## src/rtl/coau_pkg.sv

```systemverilog
// ----------------------------------------------------------------------------
// coau_pkg
// Shared types and codes for the operand address unit.
// ----------------------------------------------------------------------------
package coau_pkg;

  typedef enum logic [3:0] {
    MODE_ACC = 4'd0,
    MODE_IMP = 4'd1,
    MODE_IMM = 4'd2,
    MODE_ZP0 = 4'd3,
    MODE_ZPX = 4'd4,
    MODE_ZPY = 4'd5,
    MODE_ABS = 4'd6,
    MODE_ABX = 4'd7,
    MODE_ABY = 4'd8,
    MODE_REL = 4'd9,
    MODE_IND = 4'd10,
    MODE_IZX = 4'd11,
    MODE_IZY = 4'd12
  } mode_e;

  localparam logic REQ_START = 1'b0;
  localparam logic REQ_DATA  = 1'b1;

  localparam logic KIND_READ = 1'b0;
  localparam logic KIND_DONE = 1'b1;

  localparam logic [1:0] PH_0 = 2'd0;
  localparam logic [1:0] PH_1 = 2'd1;
  localparam logic [1:0] PH_2 = 2'd2;
  localparam logic [1:0] PH_3 = 2'd3;

  localparam logic [15:0] PAGE_MASK = 16'hFF00;
  localparam logic [7:0]  SIGN_BIT  = 8'h80;

  typedef struct packed {
    logic        busy;
    logic [3:0]  mode_held;
    logic [1:0]  phase;
    logic [15:0] pc_held;
    logic [7:0]  index_x;
    logic [7:0]  index_y;
    logic [15:0] pointer_word;
    logic [7:0]  low_byte;
  } state_t;

  typedef struct packed {
    logic        req_type;
    logic [3:0]  mode;
    logic [15:0] pc_in;
    logic [7:0]  reg_a;
    logic [7:0]  reg_x;
    logic [7:0]  reg_y;
    logic [7:0]  read_data;
  } beat_t;

  typedef struct packed {
    logic        kind;
    logic [15:0] read_addr;
    logic [15:0] addr_abs;
    logic [15:0] addr_rel;
    logic [7:0]  fetched;
    logic [15:0] new_pc;
    logic        extra_cycle;
  } result_t;

endpackage

```

## src/rtl/coau_if.sv

```systemverilog
// ----------------------------------------------------------------------------
// coau_if
// Valid/ready channels for the request and result beats.
// ----------------------------------------------------------------------------
interface coau_in_if;
  logic        valid;
  logic        ready;
  logic        req_type;
  logic [3:0]  mode;
  logic [15:0] pc_in;
  logic [7:0]  reg_a;
  logic [7:0]  reg_x;
  logic [7:0]  reg_y;
  logic [7:0]  read_data;

  modport source (
    output valid, req_type, mode, pc_in, reg_a, reg_x, reg_y, read_data,
    input  ready
  );
  modport sink (
    input  valid, req_type, mode, pc_in, reg_a, reg_x, reg_y, read_data,
    output ready
  );
endinterface

interface coau_out_if;
  logic        valid;
  logic        ready;
  logic        kind;
  logic [15:0] read_addr;
  logic [15:0] addr_abs;
  logic [15:0] addr_rel;
  logic [7:0]  fetched;
  logic [15:0] new_pc;
  logic        extra_cycle;

  modport source (
    output valid, kind, read_addr, addr_abs, addr_rel, fetched, new_pc, extra_cycle,
    input  ready
  );
  modport sink (
    input  valid, kind, read_addr, addr_abs, addr_rel, fetched, new_pc, extra_cycle,
    output ready
  );
endinterface

```

## src/rtl/coau_step.sv

```systemverilog
// ----------------------------------------------------------------------------
// coau_step
// Next-state and result logic for one accepted beat.
// ----------------------------------------------------------------------------
module coau_step
  import coau_pkg::*;
(
  input  state_t  st_i,
  input  beat_t   beat_i,
  output state_t  st_o,
  output logic    emit_o,
  output result_t res_o
);

  logic [15:0] pc1;
  logic [15:0] pc2;
  logic [15:0] base;
  logic [15:0] idx_addr;
  logic [7:0]  idx;
  logic [7:0]  d;

  assign d    = beat_i.read_data;
  assign pc1  = st_i.pc_held + 16'd1;
  assign pc2  = st_i.pc_held + 16'd2;
  assign base = {d, st_i.low_byte};
  assign idx  = (mode_e'(st_i.mode_held) == MODE_ABX) ? st_i.index_x : st_i.index_y;
  assign idx_addr = base + {8'h00, idx};

  always_comb begin
    st_o   = st_i;
    emit_o = 1'b0;
    res_o  = '0;
    if (beat_i.req_type == REQ_START) begin
      if (!st_i.busy) begin
        emit_o = 1'b1;
        res_o.kind = KIND_DONE;
        case (mode_e'(beat_i.mode)) inside
          MODE_ACC, MODE_IMP: begin
            res_o.fetched = beat_i.reg_a;
            res_o.new_pc  = beat_i.pc_in;
          end
          MODE_IMM: begin
            res_o.addr_abs = beat_i.pc_in;
            res_o.new_pc   = beat_i.pc_in + 16'd1;
          end
          [MODE_ZP0:MODE_IZY]: begin
            st_o.busy         = 1'b1;
            st_o.mode_held    = beat_i.mode;
            st_o.phase        = PH_0;
            st_o.pc_held      = beat_i.pc_in;
            st_o.index_x      = beat_i.reg_x;
            st_o.index_y      = beat_i.reg_y;
            st_o.pointer_word = '0;
            st_o.low_byte     = '0;
            res_o.kind        = KIND_READ;
            res_o.read_addr   = beat_i.pc_in;
          end
          default: begin
            res_o.new_pc = beat_i.pc_in;
          end
        endcase
      end
    end else if (st_i.busy) begin
      emit_o = 1'b1;
      res_o.kind = KIND_DONE;
      case (mode_e'(st_i.mode_held))
        MODE_ZP0: begin
          res_o.addr_abs = {8'h00, d};
          res_o.new_pc   = pc1;
        end
        MODE_ZPX: begin
          res_o.addr_abs = {8'h00, d + st_i.index_x};
          res_o.new_pc   = pc1;
        end
        MODE_ZPY: begin
          res_o.addr_abs = {8'h00, d + st_i.index_y};
          res_o.new_pc   = pc1;
        end
        MODE_REL: begin
          res_o.addr_rel = ((d & SIGN_BIT) != 8'h00) ? ({8'h00, d} | PAGE_MASK)
                                                      : {8'h00, d};
          res_o.new_pc   = pc1;
        end
        MODE_ABS, MODE_ABX, MODE_ABY: begin
          if (st_i.phase == PH_0) begin
            st_o.low_byte   = d;
            st_o.phase      = PH_1;
            res_o.kind      = KIND_READ;
            res_o.read_addr = pc1;
          end else begin
            res_o.new_pc = pc2;
            if (mode_e'(st_i.mode_held) == MODE_ABS) begin
              res_o.addr_abs = base;
            end else begin
              res_o.addr_abs    = idx_addr;
              res_o.extra_cycle = (idx_addr & PAGE_MASK) != (base & PAGE_MASK);
            end
          end
        end
        MODE_IND: begin
          case (st_i.phase)
            PH_0: begin
              st_o.low_byte   = d;
              st_o.phase      = PH_1;
              res_o.kind      = KIND_READ;
              res_o.read_addr = pc1;
            end
            PH_1: begin
              st_o.pointer_word = base;
              st_o.phase        = PH_2;
              res_o.kind        = KIND_READ;
              res_o.read_addr   = base;
            end
            PH_2: begin
              st_o.low_byte = d;
              st_o.phase    = PH_3;
              res_o.kind    = KIND_READ;
              // page-wrap bug: high byte comes from the start of the same page
              if (st_i.pointer_word[7:0] == 8'hFF) begin
                res_o.read_addr = st_i.pointer_word & PAGE_MASK;
              end else begin
                res_o.read_addr = st_i.pointer_word + 16'd1;
              end
            end
            default: begin
              res_o.addr_abs = base;
              res_o.new_pc   = pc2;
            end
          endcase
        end
        MODE_IZX, MODE_IZY: begin
          case (st_i.phase)
            PH_0: begin
              st_o.pointer_word = {8'h00, d};
              st_o.phase        = PH_1;
              res_o.kind        = KIND_READ;
              res_o.read_addr   = (mode_e'(st_i.mode_held) == MODE_IZX)
                                  ? {8'h00, d + st_i.index_x} : {8'h00, d};
            end
            PH_1: begin
              st_o.low_byte   = d;
              st_o.phase      = PH_2;
              res_o.kind      = KIND_READ;
              res_o.read_addr = (mode_e'(st_i.mode_held) == MODE_IZX)
                ? {8'h00, st_i.pointer_word[7:0] + st_i.index_x + 8'd1}
                : {8'h00, st_i.pointer_word[7:0] + 8'd1};
            end
            default: begin
              res_o.new_pc = pc1;
              if (mode_e'(st_i.mode_held) == MODE_IZX) begin
                res_o.addr_abs = base;
              end else begin
                res_o.addr_abs    = idx_addr;
                res_o.extra_cycle = (idx_addr & PAGE_MASK) != (base & PAGE_MASK);
              end
            end
          endcase
        end
        default: begin
          emit_o = 1'b0;
        end
      endcase
      if (emit_o && res_o.kind == KIND_DONE) begin
        st_o.busy  = 1'b0;
        st_o.phase = PH_0;
      end
    end
  end

endmodule

```

## src/rtl/cpu_operand_address_unit.sv

```systemverilog
// ----------------------------------------------------------------------------
// cpu_operand_address_unit
// Effective-address sequencer for the 8-bit CPU addressing modes.
// ----------------------------------------------------------------------------
// result: registered in the output register when an accepted beat emits one
// throughput: one beat per cycle while the output is ready, set by the single result register stage
// a new beat is taken while the held result is being taken downstream
// reset: asynchronous, clears the sequencer state and the output valid
module cpu_operand_address_unit
  import coau_pkg::*;
(
  input  logic      clk_i,
  input  logic      rst_ni,
  coau_in_if.sink   in_i,
  coau_out_if.source out_o
);

  state_t  st_q, st_d;
  result_t res_q, res_d;
  logic    out_valid_q;
  logic    emit;
  logic    in_accept;
  beat_t   beat;

  assign beat = '{req_type:  in_i.req_type,
                  mode:      in_i.mode,
                  pc_in:     in_i.pc_in,
                  reg_a:     in_i.reg_a,
                  reg_x:     in_i.reg_x,
                  reg_y:     in_i.reg_y,
                  read_data: in_i.read_data};

  assign in_i.ready = !out_valid_q || out_o.ready;
  assign in_accept  = in_i.valid && in_i.ready;

  coau_step u_step (
    .st_i   (st_q),
    .beat_i (beat),
    .st_o   (st_d),
    .emit_o (emit),
    .res_o  (res_d)
  );

  always_ff @(posedge clk_i or negedge rst_ni) begin
    if (!rst_ni) begin
      st_q        <= '0;
      out_valid_q <= 1'b0;
    end else begin
      if (in_accept && emit) begin
        out_valid_q <= 1'b1;
      end else if (out_o.ready) begin
        out_valid_q <= 1'b0;
      end
      if (in_accept) begin
        st_q <= st_d;
      end
    end
  end

  always_ff @(posedge clk_i) begin
    if (in_accept && emit) begin
      res_q <= res_d;
    end
  end

  assign out_o.valid       = out_valid_q;
  assign out_o.kind        = res_q.kind;
  assign out_o.read_addr   = res_q.read_addr;
  assign out_o.addr_abs    = res_q.addr_abs;
  assign out_o.addr_rel    = res_q.addr_rel;
  assign out_o.fetched     = res_q.fetched;
  assign out_o.new_pc      = res_q.new_pc;
  assign out_o.extra_cycle = res_q.extra_cycle;

  a_done_clears_busy: assert property (@(posedge clk_i) disable iff (!rst_ni)
    (in_accept && emit && res_d.kind == KIND_DONE) |=> !st_q.busy)
    else $error("done beat left sequencer busy");

  a_phase_needs_busy: assert property (@(posedge clk_i) disable iff (!rst_ni)
    (st_q.phase != PH_0) |-> st_q.busy)
    else $error("nonzero phase while idle");

  a_start_busy_ignored: assert property (@(posedge clk_i) disable iff (!rst_ni)
    (in_accept && in_i.req_type == REQ_START && st_q.busy) |=> st_q == $past(st_q))
    else $error("start while busy changed state");

  a_request_keeps_busy: assert property (@(posedge clk_i) disable iff (!rst_ni)
    (in_accept && emit && res_d.kind == KIND_READ) |=> st_q.busy)
    else $error("read request issued without busy sequencer");

endmodule
```

## src/flat_wrapper.sv

```systemverilog
// flat-port wrapper written by rule: the top's interface ports become plain ports
module cpu_operand_address_unit_flat import coau_pkg::*;
  (clk_i, rst_ni, in_i_valid, in_i_req_type, in_i_mode, in_i_pc_in, in_i_reg_a, in_i_reg_x, in_i_reg_y, in_i_read_data, in_i_ready, out_o_valid, out_o_kind, out_o_read_addr, out_o_addr_abs, out_o_addr_rel, out_o_fetched, out_o_new_pc, out_o_extra_cycle, out_o_ready);
  coau_in_if in_i_i ();
  coau_out_if out_o_i ();
  input  logic clk_i;
  input  logic rst_ni;
  input wire logic [$bits(in_i_i.valid)-1:0] in_i_valid;
  input wire logic [$bits(in_i_i.req_type)-1:0] in_i_req_type;
  input wire logic [$bits(in_i_i.mode)-1:0] in_i_mode;
  input wire logic [$bits(in_i_i.pc_in)-1:0] in_i_pc_in;
  input wire logic [$bits(in_i_i.reg_a)-1:0] in_i_reg_a;
  input wire logic [$bits(in_i_i.reg_x)-1:0] in_i_reg_x;
  input wire logic [$bits(in_i_i.reg_y)-1:0] in_i_reg_y;
  input wire logic [$bits(in_i_i.read_data)-1:0] in_i_read_data;
  output wire logic [$bits(in_i_i.ready)-1:0] in_i_ready;
  output wire logic [$bits(out_o_i.valid)-1:0] out_o_valid;
  output wire logic [$bits(out_o_i.kind)-1:0] out_o_kind;
  output wire logic [$bits(out_o_i.read_addr)-1:0] out_o_read_addr;
  output wire logic [$bits(out_o_i.addr_abs)-1:0] out_o_addr_abs;
  output wire logic [$bits(out_o_i.addr_rel)-1:0] out_o_addr_rel;
  output wire logic [$bits(out_o_i.fetched)-1:0] out_o_fetched;
  output wire logic [$bits(out_o_i.new_pc)-1:0] out_o_new_pc;
  output wire logic [$bits(out_o_i.extra_cycle)-1:0] out_o_extra_cycle;
  input wire logic [$bits(out_o_i.ready)-1:0] out_o_ready;
  assign in_i_i.valid = in_i_valid;
  assign in_i_i.req_type = in_i_req_type;
  assign in_i_i.mode = in_i_mode;
  assign in_i_i.pc_in = in_i_pc_in;
  assign in_i_i.reg_a = in_i_reg_a;
  assign in_i_i.reg_x = in_i_reg_x;
  assign in_i_i.reg_y = in_i_reg_y;
  assign in_i_i.read_data = in_i_read_data;
  assign in_i_ready = in_i_i.ready;
  assign out_o_valid = out_o_i.valid;
  assign out_o_kind = out_o_i.kind;
  assign out_o_read_addr = out_o_i.read_addr;
  assign out_o_addr_abs = out_o_i.addr_abs;
  assign out_o_addr_rel = out_o_i.addr_rel;
  assign out_o_fetched = out_o_i.fetched;
  assign out_o_new_pc = out_o_i.new_pc;
  assign out_o_extra_cycle = out_o_i.extra_cycle;
  assign out_o_i.ready = out_o_ready;
  cpu_operand_address_unit u_core (.clk_i(clk_i), .rst_ni(rst_ni), .in_i(in_i_i), .out_o(out_o_i));
endmodule
```

## config.mk

```make
export PLATFORM = sky130hd
export DESIGN_NAME = cpu_operand_address_unit_flat
export DESIGN_NICKNAME = d
export VERILOG_FILES = /design/src/rtl/coau_pkg.sv /design/src/rtl/coau_if.sv /design/src/rtl/coau_step.sv /design/src/rtl/cpu_operand_address_unit.sv /design/src/flat_wrapper.sv
export SDC_FILE = /design/constraint.sdc
export NUM_CORES = 1
export LEC_CHECK = 0
export ABC_AREA = 1
export BUFFER_PORTS_ARGS = -buffer_cell sky130_fd_sc_hd__buf_2
export CAP_MARGIN = 20
export CORE_MARGIN = 5
export CORE_UTILIZATION = 50
export CTS_CLUSTER_SIZE = 16
export DETAILED_ROUTE_END_ITERATION = 8
export PLACE_DENSITY_LB_ADDON = 0.12
export SYNTH_ARGS = -nofsm -noshare
export SYNTH_HDL_FRONTEND = slang
export SYNTH_HIERARCHICAL = 1
export SYNTH_SLANG_ARGS = --single-unit
```

## constraint.sdc

```tcl
create_clock -name clk_i -period 6.3 [get_ports clk_i]
set_input_delay 0.315 -clock clk_i [delete_from_list [all_inputs] [get_ports clk_i]]
set_output_delay 0.315 -clock clk_i [all_outputs]
set_load 0.05 [all_outputs]
```

Word-level counts from Yosys, hierarchy flattened
Cells that the tools add are included.
- bits in registers: 138
- bits in latches: 0
- bits in writable memories: 0
- ROM bits: 0
- input port bits: 57
- output and inout port bits: 76
- logic and storage cells: 158
- memories kept: 0
- add/subtract/negate cells: 10
- $mul: 0
- div/mod/pow operators: 0
- $lt $le $gt $ge: 2
- eq/ne operators: 31
- shifts and indexed selects: 0
- mux-type cells: 70
- bitwise operators: 4
- reductions and logical operators: 25
- operators with widths (operator ; number):
    $mux W16 ; 18
    $mux W63 ; 4
    $mux W17 ; 9
    $pmux W17 S3 ; 2
    $pmux W16 S6 ; 1
    $mux W33 ; 2
    $pmux W16 S4 ; 1
    $mux W49 ; 1
    $add A16 B1 Y16 const B ; 3
    $mux W24 ; 2
    $mux W8 ; 6
    $pmux W17 S2 ; 1
    $pmux W16 S2 ; 1
    $add A8 B8 Y8 ; 3
    $pmux W8 S3 ; 1
    $eq A4 B4 Y1 const B ; 5
    $reduce_and A10 Y1 ; 2
    $ne A3 B3 Y1 const B ; 6
    $add A16 B2 Y16 const B ; 1
    $add A16 B8 Y16 ; 1
    $add A8 B1 Y8 const B ; 2
    $eq A4 B3 Y1 const B ; 4
    $mux W1 ; 13
    $pmux W2 S3 ; 2
    other kinds (31) ; 51

Depth between registers and ports, before layout
- word-level depth: 11
- mapped depth: 20

Hierarchy
The synthesis kept the hierarchy.
- by module, submodules not included (module ; times used ; cells an instance ; area each (µm²) ; seq. area each (µm²)):
    coau_step ; 1 ; 1383 ; 6736.5 ; 0.0
    cpu_operand_address_unit ; 1 ; 354 ; 4830.9 ; 3823.7

Least setup slack after synthesis
Ideal clock, no wire load.
- path type: reg2reg
- start: register u_core/st_q[60] (netlist bit)
- end: register u_core.res_q (netlist bit u_core/out_o.addr_abs[0]) (enable)
- setup time: 0.506 ns
- arrival time: 4.350 ns
- setup slack: 1.444 ns
- stages on the path, launching flop included: 12
- buffers on the path: 1
- clock period less this slack: 4.856 ns
- path through: dfrtp_1 -> inv_1 -> nor2_2 -> nand2_2 -> nand2_4 -> buf_8 -> inv_2 -> nand3_2 -> nand2_2 -> nand2_1 -> inv_1 -> nor2_1
- word-level cells in the longest chain between the ends: 8
- elaborated cells on any way between the ends: 17
- those cells by class: 10 x eq/ne; 5 x mux; 2 x reduce/logical
- ends and longest elaborated chain (element ; RTL line ; text):
    start, declared ; cpu_operand_address_unit.sv:18 ; state_t st_q, st_d;
    start signal, assigned ; cpu_operand_address_unit.sv:55 ; st_q <= st_d;
    $eq A4 B3 Y1 (tied with other cells) ; coau_step.sv:66 ; case (mode_e'(st_i.mode_held))
    $reduce_or A10 Y1 (no source line) (*) ; -- ;
    $mux W1 (*) ; coau_step.sv:66 ;
    $mux W1 (*) ; coau_step.sv:63 ; end else if (st_i.busy) begin
    $mux W1 (*) ; coau_step.sv:33 ; if (beat_i.req_type == REQ_START) begin
    $mux W1 (*) ; coau_step.sv:63 ;
    $mux W1 (*) ; coau_step.sv:33 ;
    named net u_core.emit ; cpu_operand_address_unit.sv:21 ; logic emit;
    $logic_and A1 B1 Y1 (*) ; cpu_operand_address_unit.sv:61 ; if (in_accept && emit) begin
    end signal, assigned ; cpu_operand_address_unit.sv:62 ; res_q <= res_d;
    end, declared ; cpu_operand_address_unit.sv:19 ; result_t res_q, res_d;
Mark *: on every way through the listed nets, which the timed path passes. The rest lies on a longest branch. The select of a mux whose other input is x is not followed.
A chain may end at the register's enable or synchronous reset.

Final worst setup path
- start: register u_core/st_q[62] (netlist bit)
- end: register u_core.res_q (netlist bit u_core/out_o.read_addr[0]) (enable)
- word-level cells in the longest chain between the ends: 3
- elaborated cells on any way between the ends: 4
- those cells by class: 3 x mux; 1 x reduce/logical
- ends and longest elaborated chain (element ; RTL line):
    $mux W1 (on tied branches) ; coau_step.sv:34, coau_step.sv:63
    $mux W1 (*) ; coau_step.sv:33
    named net u_core.emit ; cpu_operand_address_unit.sv:21
    $logic_and A1 B1 Y1 (*) ; cpu_operand_address_unit.sv:61
Mark *: on every way through the listed nets, which the timed path passes. The rest lies on a longest branch.

==> results.json <==
{
  "core-area_mm2": 0.0227,
  "slew_headroom_pct": 28.7,
  "rsz0062_at_grt": "false",
  "drt_pre_antenna_iters": 6,
  "setup_slack_ns": 2.92,
  "fillers": 2357,
  "cts_hold_buf": 0,
  "rr_worst_depth": 7,
  "startpoint_type": "register",
  "power_switching_share_pct": 53.7,
  "cts-htree-levels": 4,
  "synth_commonest_cells": "nand2_1, nand3_1, inv_1",
  "syn_inst": 1737,
  "reg2reg_from": "u_core/st_q[62]",
  "vias": 12500,
  "grt_max_degree": 67,
  "finalSetupViolations": 0,
  "p_per_area_mw_per_mm2": 432,
  "multi_input_comb_area_mm2": 0.00661,
  "core.rowCount": 55,
  "cts.sinks": 138,
  "final_antenna_net_count": 0,
  "cp.arrival_ns": 3.46,
  "antenna_found_initial": 0,
  "critPathKind": "reg -> reg",
  "drive_above_1_share_pct": 12.3,
  "worstHoldPathType": "in -> async",
  "clk_pin_slew_ns": 0.08,
  "wirelength_um": 43400,
  "pwr-share-seq_pct": 28.2,
  "cts_tree": "yes",
  "synth_edf_count": 74,
  "p_comb_share_pct": 53.1,
  "gp_congestion": 1.05,
  "worstSetupStartpoint": "u_core/st_q[62]",
  "dp_hpwl_um": 32100,
  "worstPathMaxFanout": 30,
  "tightest_slew_ns": 1.07,
  "nets": 1921,
  "p_clk_share_pct": 18.7,
  "synth_area_mm2": 0.0116,
  "synthArstFlopShare_pct": 46.4,
  "dp.cells": 2084,
  "pre_cts_ws_ns": 2.52,
  "period_share_pct": 53.6,
  "ctsResizeCount": 0,
  "fmax_mhz": 296,
  "die_w_um": 162,
  "clock_path_buffers": 2,
  "post_cts_buffers": 0,
  "ios": 133,
  "clkLatencyLatePin_ns": 0.44,
  "syn_nets": 1839,
  "vias_per_cell": 5.91,
  "power.switching_uw": 2970,
  "ys_top_cells_by_area": "nand2_1, edfxtp_1, dfrtp_1, nand3_1, o21ai_0",
  "grt_pass1_wl_um": 65800,
  "drv_cap": 0,
  "fp.dieArea_mm2": 0.0263,
  "power.leakage_uw": 0.00624,
  "crit_required_ns": 6.38,
  "seq_area_mm2": 0.00382,
  "finalSetupTns_ns": 0,
  "finClkSkew_ns": 0.0132,
  "portBuffers": 132,
  "area.growth.synth_to_final_pct": 10.7,
  "syn-mean-instance-area_um2": 6.66,
  "drt-initial-drc-count": 1564,
  "grt-ovfl-total": 0,
  "die_y_um": 162,
  "cts_root_buf": "clkbuf_16",
  "grt_pass1_vias": 11300,
  "synth_area_leader_cell": "nand2_1",
  "stdcell_count": 2117,
  "post-synth-top-count-cell": "nand2_1",
  "vdd_drop_max_mv": 0.241,
  "synth_top_area_share_pct": 20.7,
  "r2r_slack_ns": 2.92,
  "yosysSeqAreaShare_pct": 33.1,
  "ys.flop_type": "edfxtp_1",
  "yosysWarnings": 6,
  "numCtsBuffers": 17,
  "final_max_slew_viol_count": 0,
  "min_period_ns": 3.38,
  "synth_cell_types": 49,
  "hold_viol": 0,
  "intPower_uw": 2560,
  "routedWlPerCell_um": 20.5,
  "route.detailed.drc": 0,
  "grt.total_usage_pct": 32.3,
  "cp-end-kind": "register",
  "timing.rr.end": "u_core/out_o.read_addr[0]",
  "synth_seq_cells": 138,
  "initial_core_util_pct": 50.9,
  "status": "complete, no violations",
  "diodes": 0
}
## power by group through the flow
stage               logic, uW  clock network, uW  registers (uW)
floorplan                1860                  0            1730
global placement         2820                  0            1560
detailed placement       2840                  0            1570
CTS                      2850               1050            1550
global route             3190               1090            1590
finish                   2940               1040            1560
## critical path, cell delays in order (launching register included)
cell and delay (ns):
dfrtp_1 0.49, nand2_1 0.54, inv_1 0.58, nand2_2 0.18, nand2_1 0.09, inv_1 0.08
nor2_4 0.55, buf_4 0.49
## cell usage in the layout (no fill, tap or decap), types with 20 or more instances in the layout
| cell type | n |
|---|---|
| nor3_1 | 24 |
| o21ai_0 | 124 |
| nor2_1 | 85 |
| dfrtp_1 | 64 |
| o22ai_1 | 20 |
| nand3_1 | 175 |
| inv_1 | 165 |
| buf_2 | 132 |
| ha_1 | 41 |
| xor2_1 | 29 |
| nand2_1 | 639 |
| nand4_1 | 28 |
| a21oi_1 | 79 |
| edfxtp_1 | 74 |
## sequential cells by signal, indices dropped and copies added, names as in the netlist
signal,cells
u_core/out_o.addr_rel,16
u_core/st_q,63
u_core/out_o.valid,1
u_core/out_o.new_pc,16
u_core/out_o.extra_cycle,1
u_core/out_o.fetched,8
u_core/out_o.addr_abs,16
u_core/out_o.kind,1
u_core/out_o.read_addr,16
## logic make-up (layout without fill, tap and decap cells)
family / count (synthesis) / in the layout / share of synthesized area (%)
fa+ha+maj: 45 / 45 / 5.13
flops: 138 / 138 / 33.1
xor+xnor: 34 / 34 / 2.57
compound gates: 267 / 267 / 12.8
buf+inv: 257 / 352 / 9.90
simple gates: 996 / 996 / 36.6
## worst max-delay path by stage
stage,end,slack [ns],cells past startpoint
global route,u_core/out_o.addr_abs[12],2.69,17
global placement,u_core/out_o.read_addr[10],2.61,7
floorplan,u_core/out_o.addr_abs[0],1.44,11
detailed placement,u_core/out_o.read_addr[12],2.52,8
CTS,u_core/out_o.read_addr[0],2.59,5
finish,u_core/out_o.read_addr[0],2.92,7
## routing by layer
layer	vias to the layer above	GRT usage (%)	wire length, um
met3	84	6.57	4520
met2	737	48.1	18600
met4	0	10.5	1360
li1	5875	-	-
met5	-	0	0
met1	5825	47.2	18900
## layout make-up
type / instances / share of cell area [%]
timing repair buffer: 140 / 5.78
tap: 285 / 2.78
multi-input combinational: 1342 / 51.6
inverter: 180 / 5.28
clock buffer: 17 / 3.32
clock inverter: 15 / 1.34
sequential: 138 / 29.9
## per-stage QoR
step                      util, %  instance area, um^2  power (uW)  hold WS [ns]
final                        56.4                12800        5540        0.0770
after detailed placement     53.6                12200        4400         0.492
after floorplan                 -                11600        3580        0.0194
after global routing         56.4                12800        5880         0.155
after global placement       53.6                12200        4390         0.488
after CTS                    56.3                12800        5450         0.106
Power figures use the tool's default switching activity.
